$ cat src/rtl/lqf_pkg.sv
`timescale 1ns / 1ps
// ----------------------------------------------------------------------------
// lqf_pkg
// Shared sizes, types and codes for the linked-list queue with free list.
// ----------------------------------------------------------------------------
package lqf_pkg;

  localparam int DEPTH   = 16;
  localparam int IDX_W   = $clog2(DEPTH);
  localparam int CNT_W   = $clog2(DEPTH + 1);
  localparam int VALUE_W = 8;

  localparam logic OP_ENQ = 1'b0;
  localparam logic OP_DEQ = 1'b1;

  typedef logic [IDX_W-1:0]   idx_t;
  typedef logic [CNT_W-1:0]   cnt_t;
  typedef logic [VALUE_W-1:0] value_t;

  // One node link: a clear valid bit marks a null pointer.
  typedef struct packed {
    logic valid;
    idx_t idx;
  } link_t;

  // Controller to datapath.
  typedef struct packed {
    logic accept;
    logic exec;
    logic front_load;
    logic out_load;
  } lqf_cmd_t;

  // Datapath to controller.
  typedef struct packed {
    logic need_front;
  } lqf_stat_t;

endpackage

$ cat src/rtl/lqf_if.sv
`timescale 1ns / 1ps
// ----------------------------------------------------------------------------
// lqf_if
// Valid/ready channels for queue operations and their results.
// ----------------------------------------------------------------------------
interface lqf_in_if import lqf_pkg::*; ();
  logic   valid;
  logic   ready;
  logic   op;
  value_t item_value;

  modport source (output valid, output op, output item_value, input ready);
  modport sink   (input valid, input op, input item_value, output ready);
endinterface

interface lqf_out_if import lqf_pkg::*; ();
  logic   valid;
  logic   ready;
  logic   accepted;
  value_t front_value;
  logic   is_empty;
  logic   is_full;

  modport source (output valid, output accepted, output front_value,
                  output is_empty, output is_full, input ready);
  modport sink   (input valid, input accepted, input front_value,
                  input is_empty, input is_full, output ready);
endinterface

$ cat src/rtl/linked_queue_with_free_list_top.sv
`timescale 1ns / 1ps
// ----------------------------------------------------------------------------
// linked_queue_with_free_list_top
// Byte FIFO kept as a linked list in a fixed node store with a free list.
// ----------------------------------------------------------------------------
// Channel   Dir  Payload                                    Item
// in_ch     in   op, item_value                             enqueue/dequeue
// out_ch    out  accepted, front_value, is_empty, is_full   one per input item
//
// Steps: every item passes accept, execute and result hand-off; a dequeue
// that leaves entries adds a front step between execute and hand-off, which
// takes the value store read of the new front node.
// The registered read port of the link store sets the accept-to-execute step.
// Reset: synchronous; no clearing pass (a fill count stands in for the
// reset links of nodes never taken).
// Stalls: a finished result waits in the output register; the sequencer
// holds in its last step until that register is free.
// ----------------------------------------------------------------------------
module linked_queue_with_free_list_top import lqf_pkg::*; (
  input logic         clk,
  input logic         rst,
  lqf_in_if.sink      in_ch,
  lqf_out_if.source   out_ch
);

  lqf_cmd_t  cmd;
  lqf_stat_t stat;

  // Sequencer: owns the handshakes and the step order.
  lqf_ctrl u_ctrl (
    .clk       (clk),
    .rst       (rst),
    .in_valid  (in_ch.valid),
    .in_ready  (in_ch.ready),
    .out_valid (out_ch.valid),
    .out_ready (out_ch.ready),
    .cmd       (cmd),
    .stat      (stat)
  );

  // Datapath: stores, pointers and the result register.
  lqf_datapath u_datapath (
    .clk         (clk),
    .rst         (rst),
    .cmd         (cmd),
    .stat        (stat),
    .op          (in_ch.op),
    .item_value  (in_ch.item_value),
    .accepted    (out_ch.accepted),
    .front_value (out_ch.front_value),
    .is_empty    (out_ch.is_empty),
    .is_full     (out_ch.is_full)
  );

endmodule

$ cat src/rtl/lqf_datapath.sv
`timescale 1ns / 1ps
// ----------------------------------------------------------------------------
// lqf_datapath
// Node stores, list pointers, free-node fill count and result register.
// ----------------------------------------------------------------------------
module lqf_datapath import lqf_pkg::*; (
  input  logic      clk,
  input  logic      rst,
  input  lqf_cmd_t  cmd,
  output lqf_stat_t stat,
  input  logic      op,
  input  value_t    item_value,
  output logic      accepted,
  output value_t    front_value,
  output logic      is_empty,
  output logic      is_full
);

  link_t  link_mem [DEPTH];
  value_t value_mem [DEPTH];

  link_t  link_rd;
  value_t value_rd;

  logic   op_q;
  value_t val_q;
  logic   ok;

  idx_t   free_head;
  logic   free_valid;
  idx_t   head_idx;
  logic   head_valid;
  idx_t   tail_idx;
  value_t front;
  // Nodes below this count were never taken; their link is still the reset one.
  cnt_t   fresh;

  idx_t   rd_addr;
  logic   t_fresh;
  link_t  free_next;
  logic   last;

  assign rd_addr = (op == OP_ENQ) ? free_head : head_idx;
  assign t_fresh = cnt_t'(free_head) < fresh;
  assign last    = (head_idx == tail_idx);

  always_comb begin
    if (t_fresh) begin
      free_next.valid = (free_head != '0);
      free_next.idx   = free_head - idx_t'(1);
    end else begin
      free_next = link_rd;
    end
  end

  assign stat.need_front = ok && (op_q == OP_DEQ) && !last;

  // Link store: read on accept, write during execute.
  always_ff @(posedge clk) begin
    if (cmd.accept) begin
      link_rd <= link_mem[rd_addr];
    end
    if (cmd.exec && ok) begin
      if (op_q == OP_ENQ) begin
        if (head_valid) begin
          link_mem[tail_idx] <= '{valid: 1'b1, idx: free_head};
        end
      end else begin
        link_mem[head_idx] <= '{valid: free_valid, idx: free_head};
      end
    end
  end

  // Value store: write the new node; read at every execute, for the next front on dequeue.
  always_ff @(posedge clk) begin
    if (cmd.exec && ok && op_q == OP_ENQ) begin
      value_mem[free_head] <= val_q;
    end
    if (cmd.exec) begin
      value_rd <= value_mem[link_rd.idx];
    end
  end

  always_ff @(posedge clk) begin
    if (cmd.accept) begin
      op_q  <= op;
      val_q <= item_value;
      ok    <= (op == OP_ENQ) ? free_valid : head_valid;
    end
  end

  always_ff @(posedge clk) begin
    if (rst) begin
      free_head  <= idx_t'(DEPTH - 1);
      free_valid <= 1'b1;
      head_valid <= 1'b0;
      head_idx   <= '0;
      tail_idx   <= '0;
      fresh      <= cnt_t'(DEPTH);
    end else if (cmd.exec && ok) begin
      if (op_q == OP_ENQ) begin
        free_head  <= free_next.idx;
        free_valid <= free_next.valid;
        tail_idx   <= free_head;
        if (!head_valid) begin
          head_idx   <= free_head;
          head_valid <= 1'b1;
        end
        if (t_fresh) begin
          fresh <= cnt_t'(free_head);
        end
      end else begin
        free_head  <= head_idx;
        free_valid <= 1'b1;
        if (last) begin
          head_valid <= 1'b0;
        end else begin
          head_idx <= link_rd.idx;
        end
      end
    end
  end

  always_ff @(posedge clk) begin
    if (cmd.exec && ok && op_q == OP_ENQ && !head_valid) begin
      front <= val_q;
    end else if (cmd.front_load) begin
      front <= value_rd;
    end
  end

  always_ff @(posedge clk) begin
    if (cmd.out_load) begin
      accepted    <= ok;
      front_value <= head_valid ? front : '0;
      is_empty    <= !head_valid;
      is_full     <= !free_valid;
    end
  end

`ifndef SYNTHESIS
  a_fresh_range: assert property (@(posedge clk) disable iff (rst)
    fresh <= cnt_t'(DEPTH))
    else $error("fill count above depth");
`endif

endmodule

$ cat src/rtl/lqf_ctrl.sv
`timescale 1ns / 1ps
// ----------------------------------------------------------------------------
// lqf_ctrl
// Sequencer: accept, execute, optional front fetch, hand off the result.
// ----------------------------------------------------------------------------
module lqf_ctrl import lqf_pkg::*; (
  input  logic      clk,
  input  logic      rst,
  input  logic      in_valid,
  output logic      in_ready,
  output logic      out_valid,
  input  logic      out_ready,
  output lqf_cmd_t  cmd,
  input  lqf_stat_t stat
);

  localparam logic [1:0] S_IDLE  = 2'd0;
  localparam logic [1:0] S_EXEC  = 2'd1;
  localparam logic [1:0] S_FRONT = 2'd2;
  localparam logic [1:0] S_DONE  = 2'd3;

  logic [1:0] state;
  logic [1:0] state_next;
  logic       slot_free;

  assign slot_free = !out_valid || out_ready;
  assign in_ready  = (state == S_IDLE);

  always_comb begin
    cmd        = '0;
    state_next = state;
    unique case (state)
      S_IDLE: begin
        cmd.accept = in_valid;
        if (in_valid) state_next = S_EXEC;
      end
      S_EXEC: begin
        cmd.exec   = 1'b1;
        state_next = stat.need_front ? S_FRONT : S_DONE;
      end
      S_FRONT: begin
        cmd.front_load = 1'b1;
        state_next     = S_DONE;
      end
      S_DONE: begin
        cmd.out_load = slot_free;
        if (slot_free) state_next = S_IDLE;
      end
      default: state_next = S_IDLE;
    endcase
  end

  always_ff @(posedge clk) begin
    if (rst) begin
      state     <= S_IDLE;
      out_valid <= 1'b0;
    end else begin
      state <= state_next;
      if (cmd.out_load) begin
        out_valid <= 1'b1;
      end else if (out_ready) begin
        out_valid <= 1'b0;
      end
    end
  end

`ifndef SYNTHESIS
  a_load_free: assert property (@(posedge clk) disable iff (rst)
    cmd.out_load |-> (!out_valid || out_ready))
    else $error("result loaded over a pending one");
  a_accept_exec: assert property (@(posedge clk) disable iff (rst)
    cmd.accept |=> cmd.exec)
    else $error("accepted item not executed");
  a_front_follow: assert property (@(posedge clk) disable iff (rst)
    (cmd.exec && stat.need_front) |=> cmd.front_load)
    else $error("front fetch skipped");
`endif

endmodule
$ cat src/flat_wrapper.sv
// flat-port wrapper written by rule: the top's interface ports become plain ports
module linked_queue_with_free_list_top_flat import lqf_pkg::*;
  (clk, rst, in_ch_valid, in_ch_op, in_ch_item_value, in_ch_ready, out_ch_valid, out_ch_accepted, out_ch_front_value, out_ch_is_empty, out_ch_is_full, out_ch_ready);
  lqf_in_if in_ch_i ();
  lqf_out_if out_ch_i ();
  input logic clk;
  input logic rst;
  input wire logic [$bits(in_ch_i.valid)-1:0] in_ch_valid;
  input wire logic [$bits(in_ch_i.op)-1:0] in_ch_op;
  input wire logic [$bits(in_ch_i.item_value)-1:0] in_ch_item_value;
  output wire logic [$bits(in_ch_i.ready)-1:0] in_ch_ready;
  output wire logic [$bits(out_ch_i.valid)-1:0] out_ch_valid;
  output wire logic [$bits(out_ch_i.accepted)-1:0] out_ch_accepted;
  output wire logic [$bits(out_ch_i.front_value)-1:0] out_ch_front_value;
  output wire logic [$bits(out_ch_i.is_empty)-1:0] out_ch_is_empty;
  output wire logic [$bits(out_ch_i.is_full)-1:0] out_ch_is_full;
  input wire logic [$bits(out_ch_i.ready)-1:0] out_ch_ready;
  assign in_ch_i.valid = in_ch_valid;
  assign in_ch_i.op = in_ch_op;
  assign in_ch_i.item_value = in_ch_item_value;
  assign in_ch_ready = in_ch_i.ready;
  assign out_ch_valid = out_ch_i.valid;
  assign out_ch_accepted = out_ch_i.accepted;
  assign out_ch_front_value = out_ch_i.front_value;
  assign out_ch_is_empty = out_ch_i.is_empty;
  assign out_ch_is_full = out_ch_i.is_full;
  assign out_ch_i.ready = out_ch_ready;
  linked_queue_with_free_list_top u_core (.clk(clk), .rst(rst), .in_ch(in_ch_i), .out_ch(out_ch_i));
endmodule
$ cat config.mk
export PLATFORM = sky130hd
export DESIGN_NAME = linked_queue_with_free_list_top_flat
export DESIGN_NICKNAME = d
export VERILOG_FILES = /design/src/rtl/lqf_pkg.sv /design/src/rtl/lqf_if.sv /design/src/rtl/linked_queue_with_free_list_top.sv /design/src/rtl/lqf_datapath.sv /design/src/rtl/lqf_ctrl.sv /design/src/flat_wrapper.sv
export SDC_FILE = /design/constraint.sdc
export NUM_CORES = 1
export LEC_CHECK = 0
export BUFFER_PORTS_ARGS = -buffer_cell sky130_fd_sc_hd__buf_2
export CAP_MARGIN = 40
export CORE_UTILIZATION = 40
export DETAILED_ROUTE_END_ITERATION = 10
export GPL_TIMING_DRIVEN = 0
export PLACE_DENSITY = 0.62
export SLEW_MARGIN = 40
export SYNTH_ARGS = -nofsm -noshare
export SYNTH_HDL_FRONTEND = slang
export SYNTH_SLANG_ARGS = --single-unit
$ cat constraint.sdc
create_clock -name clk -period 7.2 [get_ports clk]
set_input_delay 1.44 -clock clk [delete_from_list [all_inputs] [get_ports clk]]
set_output_delay 1.44 -clock clk [all_outputs]
set_load 0.005 [all_outputs]
# == Word level (Yosys, flattened, before mapping) ==
# Memories as Yosys holds them, arrays and structs flattened. A register that Yosys moved wholly into a read port is not among the register bits.
# Index checks and enable logic that the tools add are counted.
# word_totals
input_bits,13
out_inout_bits,13
ram_bits,208
n_memories,2
reg_bits,51
# memory_table
memory,words,width,rd,rd_ports_with_merged_regs,write_ports,line,text
u_core.u_datapath.value_mem,16,8,1,1,1,lqf_datapath.sv:20,value_t value_mem [DEPTH];
u_core.u_datapath.link_mem,16,5,1,1,1,lqf_datapath.sv:19,link_t link_mem [DEPTH];
# op_classes
n_mux,34
eq_ne,9
magnitude_cmp,1
bitwise,1
add_sub_neg,1
reduce_logical,20
# op_table
operator,count
4-bit 2-to-1 mux,6
1-bit 2-to-1 mux,21
8-bit 2-to-1 mux,2
5-bit 2-to-1 mux,2
2-bit != test (second input constant),4
2-bit one-hot mux with 4 select lines,1
2-bit AND reduction,3
3-bit AND reduction,2
1-bit logical AND,5
4-bit by 5-bit less-than comparator with 1-bit output,1
5-bit OR reduction,1
2-bit equality test (second input constant),2
4-bit equality test,1
1-bit zero test,4
2-bit 2-to-1 mux,2
2-bit nonzero test,2
4-bit nonzero test,1
4-bit by 1-bit subtractor with 4-bit output (second input constant),1
2-bit by 1-bit equality test with 1-bit output (second input constant),1
2-bit zero test,1
2-bit by 1-bit != test with 1-bit output (second input constant),1
1-bit logical OR,1
1-bit inverter,1

# == Logic depth before layout (Yosys ltp) ==
# Gate-level depths: netlist of the first run.
# logic_depth
ltp_word,7
mapped_depth,7
mapped_depth_nobuf,6

# == Hierarchy ==
# Synthesis of the first run repeated with hierarchy kept, for this count alone.
# hier_totals
hier_cells,614
hier_area_um2,11054.4
# modules_own_cells
module,cells_per_inst,seq_area_each_um2,instances,area_per_inst_um2
lqf_datapath,589,7887.6,1,10832.9
lqf_ctrl,25,60.1,1,221.5

# == Least setup slack after synthesis of the first run ==
# No wires, ideal clock.
# synth_timing
path_kind,in2reg
from,input in_ch_op
to,register u_core.u_datapath.link_rd[0] (netlist name)
setup_slack_ns,4.421
arrival_ns,2.515
stages,5
n_path_buf,1
required_time_ns,6.936
setup_ns,0.264
path_cell_list,mux2_2 > buf_4 > mux4_2 > nand2_1 > nand4_1
# synth_between
elab_chain_cells,1
# synth_rtl
item,line,text
"start, declared",flat_wrapper.sv:9,input wire logic [$bits(in_ch_i.op)-1:0] in_ch_op;
4-bit 2-to-1 mux,lqf_datapath.sv:43,assign rd_addr = (op == OP_ENQ) ? free_head : head_idx;
# Every way passes these cells.
# A chain may end at the register's enable or synchronous reset.

# == Worst setup path after layout of the first run ==
# layout_timing
from,register u_core.u_ctrl.state[1]
to,memory u_core.u_datapath.link_mem[8][1] (netlist bit) (enable)
# layout_between
elab_chain_cells,7
word_cells_on_any_way,10
cone_classes,eq/ne (1); mux (7); reduce/logical (2)
# layout_rtl
item,line,text
"start, declared",lqf_ctrl.sv:22,logic [1:0] state;
"start signal, assigned",lqf_ctrl.sv:58,state <= state_next;
2-bit by 1-bit equality test with 1-bit output *,lqf_ctrl.sv:32,unique case (state)
1-bit 2-to-1 mux *,lqf_ctrl.sv:32,
1-bit logical AND *,lqf_datapath.sv:63,if (cmd.exec && ok) begin
1-bit 2-to-1 mux,lqf_datapath.sv:63,
1-bit 2-to-1 mux (not written as such),lqf_datapath.sv:69,"link_mem[head_idx] <= '{valid: free_valid, idx: free_head};"
5-bit OR reduction (no line),--,
4-bit 2-to-1 mux (no line) or 1-bit 2-to-1 mux (tied branches),--,
"end, declared",lqf_datapath.sv:19,
# Mark *: on every way between the ends. The rest lies on a longest branch, timed or not.

==> results by group, run 1 <==
Routing
  • DR pass1 iterations: 5
  • Antenna-violating nets left: 0
  • Total Routed Length: 21400 µm
  • Initial detailed-routing violation count: 460
  • Number of vias per cell: 5.33
  • Detailed-route DRC error count: 0
  • Vias: 5654
  • Detailed-route wire length per cell: 20.2 µm

Global routing
  • GRT Overall Usage: approximately 15%
  • Antenna violations before repair: 0
  • First-pass GRT wire length: 33300 µm
  • GRT overflow: 0
  • Vias in the first global route: 5735
  • Largest net degree at the start of global routing: 27

Clock tree
  • Clock Sinks: 272
  • CTS buffer count: 27
  • Clock Tree Buf Depth: 3
  • Root Buffer: clkbuf_16
  • Clk_lat worst skew: about 530 ps
  • Worst-path clk slew: 60 ps
  • CTS tree: yes
  • # resized after CTS: 0
  • Cts hold-fix bufs: 0
  • Post-CTS setup buffers: 0
  • H-tree depth: 1

Synthesis
  • Synthesized area: 11100 µm²
  • Seq/Total Area, Yosys: 71.6%
  • Post-Synthesis Cells: 614
  • Synth cell count leaders: edfxtp_1, nand2_1, nor2_1
  • Post-synth ARST share: 0%
  • Most common cell in the netlist: edfxtp_1
  • Cell variety after synth: 51
  • Synth warn: 0
  • Biggest area consumer among synthesized cells: edfxtp_1
  • Most used DFF post-synth: edfxtp_1
  • Post-Syn Area per Cell: 18.1 µm²
  • Synth top area share: ~68%
  • #FFs+latches synth: about 270
  • Number of flops mapped to enable cells by yosys: 250
  • Syn Nets: 639
  • Area contributors post-synth: edfxtp_1, mux4_1, mux4_2, dfxtp_1, nand2_1

Power
  • Worst vdd ir: 0.182 mV
  • Tot Pwr: 3.63 mW
  • P per Cell Area: approximately 290 nW/µm²
  • Leakage Power: 4.14 nW

Place
  • DP Area: 11700 µm²
  • Pre-CTS setup slack: 3950 ps
  • PortBufs: 25
  • DP Cell Count: 1012
  • Gpl congestion: approximately 0.86
  • DP HPWL: around 14000 µm

Die
  • Core region area: 27100 µm²
  • Top Ports: 26
  • Die area: 28400 µm²
  • Initial core utilization: between 40 and 50%
  • # rows: 60
  • Chip width: 169 µm
  • Height of the die: 169 µm

Finish
  • Cell area after layout: around 13000 µm²
  • Final core utilization: 46.3%
  • # nets final: 694
  • N_diodes: 0
  • Layout cell share with drive strength beyond 1: between 10% and 20%
  • Layout Cells excl Fill: around 1100
  • Area Growth Syn to Fin: 13.0%

Timing
  • Relative slew slack: between 40% and 50%
  • Final Hold Vio Count: 0
  • Tcrit/Tclk final: around two fifths
  • Setup tns final: 0 ps
  • Worst hold margin: 464 ps
  • Fmax achieved: 343 MHz
  • RSZ-0062 raised after global routing: no
  • Endpoints failing setup: 0
  • Fin Clk Skew: 11.1 ps
  • Tmin final: approximately 2900 ps
  • Slew @ Worst Pin: 829 ps
  • Setup WS post-layout: 4280 ps
  • Final slew viol count: 0

Worst setup path
  • Maximum fanout along the worst path: 15
  • Startpoint types: register
  • Critical path, cell by cell: inv_1, ha_1, nand3_1, mux2i_1, nand2_1, nor2_1
  • Reg2reg start: u_core.u_ctrl.state[1]
  • Flop-to-flop setup slack: 4280 ps
  • Top delay family on crit path: simple AND/OR/NAND/NOR gates
  • Crit Path Category: reg2reg
  • Crit path arrival time: slightly above 3000 ps
  • Slowest-stage cell, CP: ha_1
  • Crit Reg-Reg Endpoint: u_core.u_datapath.link_mem[8][1]
  • Buffer and inverter count on the worst path: 1
  • Worst setup EP type: register
  • Required time of the critical path: between 7000 and 8000 ps
  • Max incr delay on CP: around 600 ps
  • Worst r2r path cells: 6

Hold path
  • Hold path start: u_core.u_datapath.fresh[0]
  • Hold path cells: 2
  • Hold endpoint: u_core.u_datapath.fresh[0]
  • Hold crit path type: reg2reg

Run status
  • Status: completed

Flow run
  • Max_cap viols: 0
placed cells by master, fill, tap and decap left out, types with 5 or more instances in the layout:
master	instances
edfxtp_1	250
buf_2	27
o21ai_0	12
mux2_2	15
nor2_1	33
clkinv_2	5
clkbuf_16	27
mux2i_1	6
inv_1	17
nand3_1	5
nand2_1	49
ha_1	12
and2_1	8
clkbuf_1	21
clkinv_1	8
a21oi_1	17
nand4_1	8
mux4_1	32
nor2b_1	5
nor2_2	6
dfxtp_1	18
mux4_2	28
xnor2_1	6
power by group:
group	switching [mW]	total, mW	internal, mW
sequential	0.0715	1.90	1.83
clock	0.567	1.29	0.719
combinational	0.240	0.444	0.205
area by class of cell:
type	instances	area [µm²]
clock buffers	30	687
well taps	372	465
fillers	2278	14600
flip-flops and latches	272	7950
plain buffers	29	155
multi-input cells	296	2970
clock inverters	18	116
repair buffers	26	133
inverters	17	63.8
sequential cells by signal, indices dropped and copies added, names as in the netlist, 5 cells and up:
register,flops
u_core.u_datapath.link_rd,5
u_core.u_datapath.front,8
u_core.u_datapath.val_q,8
u_core.u_datapath.link_mem,80
u_core.u_datapath.value_mem,128
u_core.u_datapath.value_rd,8
u_core.u_datapath.fresh,5
u_core.u_datapath.front_value,8
worst max-delay path by stage:
stage                                 startpoint                          endpoint  slack [ps]  depth (start not counted)
after CTS                 u_core.u_ctrl.state[1]  u_core.u_datapath.link_mem[0][0]        4290                          6
after global routing      u_core.u_ctrl.state[1]  u_core.u_datapath.link_mem[8][1]        4070                          6
after detailed placement                in_ch_op      u_core.u_datapath.link_rd[1]        3950                          6
after global placement                  in_ch_op      u_core.u_datapath.link_rd[1]        3960                          6
final                     u_core.u_ctrl.state[1]  u_core.u_datapath.link_mem[8][1]        4280                          6
after floorplan                         in_ch_op      u_core.u_datapath.link_rd[0]        4420                          5
cell families after synthesis:
group,synth area share [%]
adder cells (fa/ha/maj),1.35
flip-flops,71.6
multiplexers,15.3
AND/OR/NAND/NOR,5.90
AO/OA/AOI/OAI,3.40
XOR/XNOR,0.473
buffers and inverters,1.96
worst register-to-register path: cells and delay by family (launching register included):
| kind | cells | cell delay (ps) |
|---|---|---|
| flip-flops | 1 | 340 |
| AND/OR/NAND/NOR | 3 | 1090 |
| adder cells (fa/ha/maj) | 1 | 600 |
| multiplexers | 1 | 400 |
| buffers and inverters | 1 | 120 |
metal layers:
metal | track usage, % | part of all wire (%) | up-vias
li1 | - | - | 2566
met1 | 21.6 | 45 | 2847
met2 | 25.4 | 48 | 212
met3 | 2.29 | 6.4 | 29
met4 | 3.68 | 1.4 | 0
met5 | 0 | 0 | -
Note: power is estimated with default switching activity, not from simulation.
==> run 2, diff against run 1 <==
--- a/config.mk
+++ b/config.mk
@@ -10,7 +10,7 @@
 export CORE_UTILIZATION = 40
 export DETAILED_ROUTE_END_ITERATION = 10
 export GPL_TIMING_DRIVEN = 0
-export PLACE_DENSITY = 0.62
+export PLACE_DENSITY = 0.64
 export SLEW_MARGIN = 40
 export SYNTH_ARGS = -nofsm -noshare
 export SYNTH_HDL_FRONTEND = slang
==> constraint.sdc (replaced) <==
create_clock -name clk -period 2.59 [get_ports clk]
set_input_delay 0.518 -clock clk [delete_from_list [all_inputs] [get_ports clk]]
set_output_delay 0.518 -clock clk [all_outputs]
set_load 0.005 [all_outputs]
==> run 2 against run 1 <==
- clock skew increased by 1.4 ps
- clock power increased to 2.9 times the previous value
- hold slack got worse by 300 ps
- wire length increased by 2.4%
- non-clock buffer count unchanged
- core utilization increased by 0.39 points
- critical path type unchanged
==> results by group, run 2 (synthesized netlist as in run 1, its figures left out) <==
Die
  • Die area: 28400 µm²
  • Core region area: 27100 µm²
  • Initial core utilization: 41.0%
  • Top Ports: 26
  • # rows: 60
  • Chip width: approximately 170 µm
  • Height of the die: between 150 and 200 µm

Timing
  • Fmax achieved: 400 MHz
  • Final Hold Vio Count: 0
  • Fin Clk Skew: 12.5 ps
  • Slew @ Worst Pin: 773 ps
  • Setup WS post-layout: 88.4 ps
  • RSZ-0062 raised after global routing: no
  • Relative slew slack: ~48%
  • Final slew viol count: 0
  • Tcrit/Tclk final: a little over nine tenths
  • Tmin final: 2500 ps
  • Endpoints failing setup: 0

Finish
  • Max FFs per register: 128
  • Commonest non-fill, non-tap cell in the layout: edfxtp_1
  • N_diodes: 0
  • Filler cells: 2271
  • Biggest regs: u_core.u_datapath.value_mem (128), u_core.u_datapath.link_mem (80)
  • Largest Register: u_core.u_datapath.value_mem
  • Multi-input combinational cell area: 3060 µm²
  • Layout cell share with drive strength beyond 1: 23.2%
  • Register area: 7950 µm²
  • # nets final: approximately 700
  • Most frequent cells in the layout: edfxtp_1, nand2_1, mux4_1
  • Final core utilization: between 40% and 50%
  • Area Growth Syn to Fin: 14.0%

Worst setup path
  • Crit Reg-Reg Endpoint: u_core.u_datapath.value_mem[3][6]
  • Crit path to: u_core.u_datapath.value_mem[3][6]
  • Crit path arrival time: between 2000 and 3000 ps
  • Startpoint types: register
  • Worst setup EP type: register
  • Crit path depth: 6
  • Slowest-stage cell, CP: nor3_2
  • Max incr delay on CP: roughly 630 ps
  • Worst r2r path cells: 6
  • Crit Path Category: reg2reg
  • Critical path, cell by cell: inv_1, ha_2, and3b_1, clkbuf_2, nand2_1, nor3_2
  • Buffer and inverter count on the worst path: 2
  • Top delay family on crit path: simple AND/OR/NAND/NOR gates
  • Required time of the critical path: 2750 ps
  • Reg2reg start: u_core.u_ctrl.state[1]
  • CP Launch Point: u_core.u_ctrl.state[1]
  • Flop-to-flop setup slack: 90 ps
  • Maximum fanout along the worst path: 15

Global routing
  • Vias in the first global route: 5807
  • GRT overflow: 0
  • GRT Overall Usage: 15.5%
  • Largest net degree at the start of global routing: 27
  • First-pass GRT wire length: 33400 µm
  • Antenna violations before repair: 0

Routing
  • Total Routed Length: 21900 µm
  • Number of vias per cell: about 5.4
  • DR pass1 iterations: 5
  • Initial detailed-routing violation count: about 460
  • Detailed-route wire length per cell: slightly above 20 µm
  • Detailed-route DRC error count: 0
  • Vias: 5728
  • Antenna-violating nets left: 0

Clock tree
  • Clock Tree Buf Depth: 3
  • Root Buffer: clkbuf_16
  • Cts hold-fix bufs: 0
  • CTS tree: yes
  • CTS buffer count: 26
  • Clk_lat worst skew: about 530 ps
  • Clock Sinks: around 270
  • H-tree depth: 1
  • Worst-path clk slew: 60 ps

Power
  • Worst vdd ir: 0.539 mV
  • Leakage Power: about 4.2 nW
  • P per Cell Area: 809 nW/µm²

Hold path
  • Hold crit path type: in2reg

Place
  • Pre-CTS setup slack: -274 ps
  • Gpl congestion: 0.868
  • PortBufs: 25
  • DP HPWL: 14600 µm

Run status
  • Status: completed

Flow run
  • Max_cap viols: 0
-- run 2: through the flow --
step	power (mW)	hold slack, ps	cells	cell area, µm²	setup TNS (ps)
5_1_grt	10.6	138	1057	12700	0
2_1_floorplan	6.18	424	614	11100	0
3_5_place_dp	6.61	445	1012	11700	-29480
4_1_cts	10.3	140	1057	12600	0
6_report	10.2	164	1057	12700	0
3_3_place_gp	6.56	436	1011	11700	-27210
-- run 2: worst min-delay path by stage --
stage          slack (ps)                         end  depth (start not counted)                        from
2_1_floorplan         420  u_core.u_datapath.accepted                          0        u_core.u_datapath.ok
5_1_grt               140  u_core.u_datapath.val_q[3]                          1         in_ch_item_value[3]
3_3_place_gp          440  u_core.u_datapath.fresh[4]                          2  u_core.u_datapath.fresh[4]
4_1_cts               140  u_core.u_datapath.val_q[3]                          1         in_ch_item_value[3]
6_report              160  u_core.u_datapath.val_q[3]                          1         in_ch_item_value[3]
3_5_place_dp          450  u_core.u_datapath.fresh[0]                          2  u_core.u_datapath.fresh[0]
-- run 2: repair_timing --
item / in CTS / in global routing
gates resized for setup: 2 / 24
setup buffers: 0 / 0
setup endpoints to repair: 208 / 125
-- run 2: final cells by class --
type / instances / area share, %
flip-flops and latches: 272 / 62.9
multi-input cells: 296 / 24.2
clock buffers: 30 / 5.26
well taps: 372 / 3.68
clock inverters: 15 / 1.26
plain buffers: 29 / 1.24
repair buffers: 26 / 1.05
inverters: 17 / 0.504
-- run 2: where the power goes --
group          total, mW  switching [mW]  internal [mW]
clock               3.70            1.56           2.13
combinational       1.27           0.696          0.574
sequential          5.28           0.199           5.08
-- run 2: layer usage --
metal,vias to the layer above,routed length (µm),global-route usage (%)
met5,-,0,0
met4,0,429,4.39
met3,34,1450,2.62
met2,209,10500,25.5
met1,2926,9530,21.3
li1,2559,-,-
==> run 3, diff against run 2 <==
--- a/config.mk
+++ b/config.mk
@@ -10,7 +10,7 @@
 export CORE_UTILIZATION = 40
 export DETAILED_ROUTE_END_ITERATION = 10
 export GPL_TIMING_DRIVEN = 0
-export PLACE_DENSITY = 0.64
+export PLACE_DENSITY_LB_ADDON = 0.1
 export SLEW_MARGIN = 40
 export SYNTH_ARGS = -nofsm -noshare
 export SYNTH_HDL_FRONTEND = slang
==> run 3 against run 2 <==
- count of clock-buffer cells in the layout rose by 7
- highest routed layer unchanged
- register-to-register slack better by 50 ps
- via count down 1.3%
- non-clock buffer count shrank 1
- critical endpoint is now u_core.u_datapath.link_rd[0]
==> results by group, run 3 (synthesized netlist as in run 1, its figures left out) <==
Run status
  • Status: completed

Worst setup path
  • Startpoint types: register
  • Worst setup EP type: register
  • Maximum fanout along the worst path: 26
  • Worst r2r path cells: 5
  • Crit Path Category: reg2reg
  • Crit path arrival time: 2720 ps
  • Required time of the critical path: approximately 2900 ps

Power
  • Sw Share: 24.3%
  • Leakage Power: about 4.2 nW
  • Worst vdd ir: 0.466 mV
  • Clock power frac: 37.1%
  • Psw: 2.54 mW
  • Tot Pwr: about 10 mW
  • Sequential share of power: 50.6%
  • P per Cell Area: roughly 820 nW/µm²
  • Cell Int Power: 7.92 mW
  • Combinational Power Share: 12.3%

Finish
  • Layout cell share with drive strength beyond 1: 22.5%
  • N_diodes: 0
  • Biggest regs: u_core.u_datapath.value_mem (128), u_core.u_datapath.link_mem (80)
  • Commonest non-fill, non-tap cell in the layout: edfxtp_1
  • # nets final: 695
  • Most frequent cells in the layout: edfxtp_1, nand2_1, mux4_1
  • Max FFs per register: 128
  • Layout Cells excl Fill: between 1000 and 1500
  • Area Growth Syn to Fin: 14.3%
  • Largest Register: u_core.u_datapath.value_mem

Place
  • DP Cell Count: 1011
  • Gpl congestion: 0.832
  • Pre-CTS setup slack: -344 ps
  • PortBufs: 25
  • DP HPWL: 15000 µm

Timing
  • Fmax achieved: 408 MHz
  • Fin Clk Skew: 13.1 ps
  • Final Hold Vio Count: 0
  • Endpoints failing setup: 0
  • Relative slew slack: 43.5%
  • RSZ-0062 raised after global routing: no
  • Setup tns final: 0 ps
  • Tmin final: 2450 ps
  • Final slew viol count: 0
  • Slew @ Worst Pin: roughly 850 ps
  • Tcrit/Tclk final: 94.6%
  • Setup WS post-layout: 140 ps

Clock tree
  • CTS tree: yes
  • Clock Tree Buf Depth: 3
  • H-tree depth: 1
  • Worst-path clk slew: ~60 ps
  • Clk_lat worst skew: 550 ps
  • Post-CTS setup buffers: 0
  • Root Buffer: clkbuf_16
  • Clock Sinks: 272
  • CTS buffer count: 29

Routing
  • Number of vias per cell: about 5.3
  • Detailed-route DRC error count: 0
  • Vias: 5652
  • Initial detailed-routing violation count: ~400
  • Detailed-route wire length per cell: 21.2 µm
  • DR pass1 iterations: 5
  • Antenna-violating nets left: 0
  • Total Routed Length: 22500 µm

Die
  • Die area: 28400 µm²
  • Core region area: 27100 µm²
  • # rows: 60
  • Chip width: 169 µm
  • Top Ports: 26
  • Initial core utilization: between 40% and 50%
  • Height of the die: between 150 and 200 µm

Global routing
  • First-pass GRT wire length: about 35000 µm
  • GRT Overall Usage: between 15 and 20%
  • GRT overflow: 0
  • Vias in the first global route: 5836
  • Largest net degree at the start of global routing: 27
  • Antenna violations before repair: 0

Hold path
  • Hold crit path type: in2reg
  • Hold path cells: 1

Flow run
  • Max_cap viols: 0
## run 3: path summary, 6_finish.rpt
path,end,slack (ps),startpoint
hold / removal,u_core.u_datapath.val_q[5],140,in_ch_item_value[5]
hold reg to reg,u_core.u_datapath.accepted,450,u_core.u_datapath.ok
setup / recovery,u_core.u_datapath.link_rd[0],140,u_core.u_datapath.free_head[1]
setup reg to reg,u_core.u_datapath.link_rd[0],140,u_core.u_datapath.free_head[1]
## run 3: repair_timing
item                                    in CTS  in global routing
resized for setup                           10                 16
gates cloned                                 0                  0
endpoints found under the setup margin     213                164
hold buffers                                 0                  0
## run 3: layer usage
| layer | vias to the layer above | part of all wire (%) | GRT usage (%) |
|---|---|---|---|
| li1 | 2575 | - | - |
| met1 | 2913 | 48 | 24.8 |
| met5 | - | 0 | 0 |
| met3 | 30 | 4.5 | 2.29 |
| met2 | 134 | 45 | 25.6 |
| met4 | 0 | 1.6 | 3.83 |
## run 3: stage by stage
step | hold slack, ps | area [µm²] | utilization, %
after detailed placement | 438 | 11700 | 43.2
after global placement | 436 | 11700 | 43.1
after floorplan | 424 | 11100 | -
after global routing | 123 | 12700 | 46.8
after CTS | 116 | 12600 | 46.6
final | 142 | 12700 | 46.8
## run 3: critical path: stages, from the launching register on
cell	delay, ps
dfxtp_2	740
mux2_2	290
clkbuf_1	500
mux4_2	410
nand2_1	100
nand4_1	130
## run 3: area by class of cell
cell class | instances | area [µm²]
clock buffer | 37 | 756
tap | 372 | 465
buffer | 29 | 159
sequential | 272 | 7950
multi-input combinational | 296 | 3040
timing repair buffer | 25 | 125
inverter | 17 | 63.8
fill | 2268 | 14400
clock inverter | 13 | 136
## run 3: power by group through the flow
stage | combinational, mW | sequential (mW) | clock (mW)
floorplan | 0.910 | 5.27 | 0
global placement | 1.26 | 5.36 | 0
detailed placement | 1.27 | 5.38 | 0
CTS | 1.28 | 5.28 | 3.98
global route | 1.39 | 5.31 | 4.16
finish | 1.29 | 5.29 | 3.88
